===== config.mk =====
export PLATFORM = sky130hd
export DESIGN_NAME = ideq_queue
export DESIGN_NICKNAME = d
export VERILOG_FILES = /design/src/hdl/ideq_pkg.sv /design/src/hdl/ideq_queue.sv
export VERILOG_INCLUDE_DIRS = /design/src /design/src/hdl
export SDC_FILE = /design/constraint.sdc
export NUM_CORES = 1
export LEC_CHECK = 0
export ABC_AREA = 1
export BUFFER_PORTS_ARGS = -buffer_cell sky130_fd_sc_hd__buf_2
export CAP_MARGIN = 20
export CORE_ASPECT_RATIO = 1.75
export CORE_MARGIN = 2
export CORE_UTILIZATION = 35
export CTS_BUF_LIST = sky130_fd_sc_hd__clkbuf_2 sky130_fd_sc_hd__clkbuf_4 sky130_fd_sc_hd__clkbuf_8
export DETAILED_ROUTE_END_ITERATION = 8
export PLACE_DENSITY = 0.68
export SLEW_MARGIN = 20
export SYNTH_ARGS = -nofsm -noshare
export SYNTH_HDL_FRONTEND = slang
export SYNTH_SLANG_ARGS = --single-unit

===== constraint.sdc =====
create_clock -name clk_i -period 2.9 [get_ports clk_i]
set_input_delay 0.58 -clock clk_i [delete_from_list [all_inputs] [get_ports clk_i]]
set_output_delay 0.58 -clock clk_i [all_outputs]
set_load 0.02 [all_outputs]

===== src/hdl/assert_macros.svh =====
// Assertion macros shared by the queue RTL; they expand to nothing in synthesis.
`ifndef ASSERT_MACROS_SVH
`define ASSERT_MACROS_SVH
`ifndef SYNTHESIS
// Check a property at every rising edge outside reset
`define ASSERT_AT(lbl, clk, rst_n, prop) \
  lbl: assert property (@(posedge clk) disable iff (!rst_n) (prop)) \
    else $error("assertion failed");
// Check that a condition never holds outside reset
`define ASSERT_NEVER(lbl, clk, rst_n, cond) \
  `ASSERT_AT(lbl, clk, rst_n, !(cond))
`else
`define ASSERT_AT(lbl, clk, rst_n, prop)
`define ASSERT_NEVER(lbl, clk, rst_n, cond)
`endif
`endif


===== src/hdl/ideq_pkg.sv =====
// Package: sizes, action and status codes and the command type of the indexed deque.
`timescale 1ns / 1ps

package ideq_pkg;

  // Ring store geometry; DEPTH is a power of two so ring indices wrap by truncation
  localparam int DEPTH  = 256;
  localparam int PTR_W  = $clog2(DEPTH);
  localparam int CNT_W  = PTR_W + 1;
  localparam int DATA_W = 32;
  localparam int ACT_W  = 4;
  localparam int POS_W  = 8;

  // Stream word widths, padded to whole bytes
  localparam int IN_BITS   = ACT_W + DATA_W + POS_W;
  localparam int IN_TDW    = ((IN_BITS + 7) / 8) * 8;
  localparam int OUT_BITS  = DATA_W + CNT_W + 2;
  localparam int OUT_TDW   = ((OUT_BITS + 7) / 8) * 8;

  typedef enum logic [ACT_W-1:0] {
    ACT_PUSH_TAIL = 4'd0,
    ACT_PUSH_HEAD = 4'd1,
    ACT_POP_TAIL  = 4'd2,
    ACT_POP_HEAD  = 4'd3,
    ACT_READ      = 4'd4,
    ACT_WRITE     = 4'd5,
    ACT_INSERT    = 4'd6,
    ACT_ERASE     = 4'd7,
    ACT_CLEAR     = 4'd8,
    ACT_NOP       = 4'd15
  } action_e;

  typedef enum logic [1:0] {
    ST_OK    = 2'd0,
    ST_FULL  = 2'd1,
    ST_EMPTY = 2'd2,
    ST_RANGE = 2'd3
  } status_e;

  // Classified command handed from the front end to the back end
  typedef struct packed {
    action_e           kind;
    logic [DATA_W-1:0] value;
    logic [POS_W-1:0]  position;
  } op_t;

endpackage


===== src/hdl/ideq_queue.sv =====
// Two-entry command queue between the front end and the back end.
`timescale 1ns / 1ps
`include "assert_macros.svh"

module ideq_queue (
  input  logic          clk_i,
  input  logic          rst_ni,
  input  logic          push_valid_i,
  output logic          push_ready_o,
  input  ideq_pkg::op_t push_op_i,
  output logic          pop_valid_o,
  input  logic          pop_ready_i,
  output ideq_pkg::op_t pop_op_o
);

  ideq_pkg::op_t entry_q [2];
  logic          wr_ptr_q, wr_ptr_d;
  logic          rd_ptr_q, rd_ptr_d;
  logic [1:0]    fill_q, fill_d;
  logic          push, pop;

  assign push_ready_o = (fill_q != 2'd2);
  assign pop_valid_o  = (fill_q != 2'd0);
  assign push         = push_valid_i && push_ready_o;
  assign pop          = pop_valid_o && pop_ready_i;
  assign pop_op_o     = entry_q[rd_ptr_q];

  // Advance pointers and fill level
  always_comb begin
    wr_ptr_d = wr_ptr_q ^ push;
    rd_ptr_d = rd_ptr_q ^ pop;
    fill_d   = fill_q + {1'b0, push} - {1'b0, pop};
  end

  always_ff @(posedge clk_i or negedge rst_ni) begin
    if (!rst_ni) begin
      wr_ptr_q <= 1'b0;
      rd_ptr_q <= 1'b0;
      fill_q   <= 2'd0;
    end else begin
      wr_ptr_q <= wr_ptr_d;
      rd_ptr_q <= rd_ptr_d;
      fill_q   <= fill_d;
    end
  end

  // Hold commands
  always_ff @(posedge clk_i) begin
    if (push) begin
      entry_q[wr_ptr_q] <= push_op_i;
    end
  end

  `ASSERT_AT(a_fill_bound, clk_i, rst_ni, fill_q <= 2'd2)

endmodule


[Yosys cells after proc, flatten, opt, wreduce, memory -nomap -nowiden]
Memories as Yosys holds them, arrays and structs flattened.
Index checks and enable logic that the tools add are counted.
Word-level totals
  register bits: 4
  latch bits: 0
  bits in writable memories: 88
  bits in read-only memories: 0
  word-level logic and storage cells: 14
  memories: 1
Memory list
  entry_q: depth 2, width 44, read ports 1, clocked after Yosys merged registers in 0, wr ports 1, line ideq_queue.sv:16  | ideq_pkg::op_t entry_q [2];
Operators by class
  add/subtract/negate cells: 2
  multipliers: 0
  divide/modulo/power cells: 0
  magnitude comparators: 0
  equality and inequality tests: 1
  shift operators: 0
  multiplexer cells: 2
  bitwise logic cells: 2
  reduce and logical (&&, ||, !) cells: 3
Operator list (count)
  adder 2 x 1 -> 2 bit: 1
  logical AND 1 bit: 2
  two-way mux 1 bit: 2
  inequality test 2 bit (second input constant): 1
  nonzero test 2 bit: 1
  subtractor 2 x 1 -> 2 bit: 1
  XOR 1 bit: 2

[Depth between registers and ports, before layout]
  word-level depth: 4
  gate-level depth with buffers: 13
  gate-level depth less buffers: 13

[Worst setup path after synthesis]
Ideal clock, no wire load.
  kind: input to register
  start point: input push_valid_i
  end point: memory entry_q[1][0] (netlist name) (enable)
  data arrival time: 2.509 ns
  setup slack: -0.054 ns
  cell stages on the path: 2
  path buffers: 0
  cell sequence: nand2_2 nor2_1
Between the ends
  word-level cells in the longest chain between the ends: 3
Ends and longest elaborated chain
  from (decl): line ideq_queue.sv:8  | input logic push_valid_i,
  logical AND 1 bit: line ideq_queue.sv:24  | assign push = push_valid_i && push_ready_o;
  two-way mux 1 bit: line ideq_queue.sv:49  | if (push) begin
  two-way mux 1 bit (not written as such): line ideq_queue.sv:50  | entry_q[wr_ptr_q] <= push_op_i;
  to (decl): line ideq_queue.sv:16
Every way passes these cells.

==> metrics.csv <==
stage;metric;value;unit
run_status;status;finished, final reports clean;
worst_hold_path;worst hold-check path type;input port to flop;
sta;Rel. slew slack;0.5530;
grt;GRT Overall Usage;0.1211;
yosys;synth warn;0;
routing;routed vias;2183;
sta;Slew Limit Fails;0;
place;gpl congestion;0.7189;
routing;DRT Wirelength;7175;µm
grt;largest net degree at the start of global routing;46;
clock_network;H-tree levels;3;
place;placed insts;480;
grt;first-pass GRT wire length;10780;µm
clock_network;post-cts gate resize count;0;
worst_setup_path;Crit. End Element;output port;
sta;Setup TNS;0;ps
clock_network;CTS Buf Count;9;
clock_network;clock sinks;92;
yosys;Syn Area/Cell;14.98;µm²
sta;Final Hold Violating Endpoints;0;
worst_setup_path;CP max stage delay;660;ps
grt;initial antenna violation count;1;
worst_setup_path;CP required;2320;ps
routing;Iter 0 DRT Violations;82;
worst_setup_path;CP Max Fanout;28;
finish;Final nets;410;
sta;period utilization;0.8110;
sta;RSZ-0062 raised after global routing;no;
grt;total congestion overflow;0;
sta;Final setup viols;0;
power;Peak VDD IR;0.0005654;V
yosys;area leader, netlist;edfxtp_1;
power;leakage power;2.066;nW
yosys;Synthesized Nets;311;
floorplanning;Initial Utilization;0.3542;
clock_network;CTS tree;done;
yosys;sequential area share after synthesis;0.7014;
worst_setup_path;kind of critical path;flop to output port;
routing;Remaining DRCs;0;
place;Place WS;874.9;ps
power;Tot Pwr;0.004923;W
finish;layout cell share with drive strength beyond 1;0.5479;
yosys;area fraction of the dominant cell type after synthesis;0.6758;
worst_setup_path;slowest CP cell;dfrtp_2;
worst_setup_path;arrival time at the worst endpoint;1770;ps
worst_setup_path;Worst Setup Start Kind;flop;
place;PortBufs;93;
routing;Via density;4.392;
floorplanning;top-level I/O count;94;
clock_network;Root Buffer Master;clkbuf_8;
clock_network;Skew-Pair Late Insertion Delay;340;ps
floorplanning;die height;143.8;µm
floorplanning;core area;0.01104;mm²
floorplanning;Rows;51;
routing;Routed Antenna Nets;0;
finish;Inserted Diodes;0;
sta;clock skew;4.523;ps
sta;Worst-Margin Slew;668.9;ps
routing;routed len/inst;14.44;µm
power;Power Dens Cells;1048;mW/mm²
finish;post-route insts no fill;497;
clock_network;clock slew at reported path FFs;80;ps
yosys;mapped cell area;0.003910;mm²
grt;vias in the first global route;2163;
run;MaxCap Viol Count;0;
place;DP HPWL;4919;µm
sta;fin worst setup slack;548.0;ps
floorplanning;Die ar.;0.01207;mm²
finish;layout overhead on the synthesized area;20.13;%
yosys;Syn Inst Count;261;
sta;Period minus WS final;2352;ps
clock_network;Max Buffers Root-to-Sink;2;
yosys;Cell variety after synth;17;
worst_setup_path;crit-path cells;buf_4 -> nand2_1 -> nand2_2 -> buf_2;
yosys;largest cells by area after synthesis;edfxtp_1, nand2_4, nand2_2;
sta;Max Clock Freq;425.2;MHz
floorplanning;Die Wd;83.90;µm
routing;first-pass iteration count of the detailed router;4;
yosys;#FFs+latches synth;92;
==> critical path, delay by kind of cell, from the launching register on <==
family | cells | cell delay (ps)
buffers and inverters | 2 | 560
and+or+nand+nor | 2 | 200
DFF | 1 | 660
==> report_power, final <==
group	switching [W]	internal [W]	total, W
Combinational	0.00140	0.000642	0.00204
Sequential	0.000184	0.00182	0.00201
Clock	0.000397	0.000474	0.000871
Total	0.00198	0.00294	0.00492
==> layer usage <==
metal	global-route usage	vias to the layer above	wire length [µm]
met5	0	-	7
met4	0.07046	2	184
met3	0.04078	15	358
met2	0.2211	54	4108
met1	0.1173	1045	2516
li1	-	1067	-
==> state kept, by name, indices dropped and copies added (netlist names) <==
register,cells
rd_ptr_q,1
wr_ptr_q,1
fill_q,2
entry_q,88
==> kinds of logic after synthesis <==
group,share of synthesized area
AND/OR/NAND/NOR,0.2448
flip-flops,0.7014
buffers and inverters,0.04384
AO/OA/AOI/OAI,0.001279
adder cells (fa/ha/maj),0.006399
XOR/XNOR,0.002240
==> final timing paths <==
kind                                            endpoint  slack [ps]  depth (start not counted)                 from
worst max-delay path                         pop_op_o[4]         550                          4   rd_ptr_q$_DFF_PN0_
worst min register to register       fill_q[0]$_DFF_PN0_         580                          1  fill_q[0]$_DFF_PN0_
min in group asynchronous             wr_ptr_q$_DFF_PN0_         570                          2               rst_ni
worst max register to register  entry_q[0][42]$_DFFE_PP_        1100                          6  fill_q[0]$_DFF_PN0_
worst min-delay path            entry_q[1][38]$_DFFE_PP_         410                          1        push_op_i[38]
max in group asynchronous             rd_ptr_q$_DFF_PN0_        2190                          2               rst_ni
==> placed cells by master, fill, tap and decap left out, drive strengths merged <==
cell type      n
buf           96
dlygate4sd3    1
inv           10
ha             2
clkbuf        14
clkinv         1
edfxtp        88
nand2        142
nor2           3
bufinv         1
xor2           1
nand3          1
dfrtp          4
o21ai          1
==> through the flow <==
stage,hold slack (ps),cell area (µm²),utilization
detailed placement,393.5,4478,0.4056
CTS,0.2422,4687,0.4246
floorplan,284.4,3913,-
global route,381.1,4697,0.4255
finish,413.9,4697,0.4255
global placement,387.5,4478,0.4056
==> cells in the mapped netlist <==
cell type	number
nand2_4	40
buf_4	4
nor2_1	2
dfrtp_1	4
buf_12	4
buf_6	1
inv_2	1
nand2_1	60
inv_1	8
inv_12	1
ha_1	2
xor2_1	1
nand3_1	1
o21ai_1	1
nand2_2	42
nor2_2	1
edfxtp_1	88
==> repair_timing <==
item | 4_1_cts | 5_1_grt
endpoints found under the hold margin | 0 | 4
hold buffers | 0 | 1
buffers inserted | 0 | 0
==> cell type report <==
class / instances / area (µm²)
inverter: 10 / 50.05
clock buffer: 14 / 173.9
sequential: 92 / 2744
clock inverter: 2 / 35.03
fill: 1027 / 6342
multi-input combinational: 150 / 1006
timing repair buffer: 97 / 523.0
tap: 132 / 165.2
Note: power is estimated with default switching activity, not from simulation.
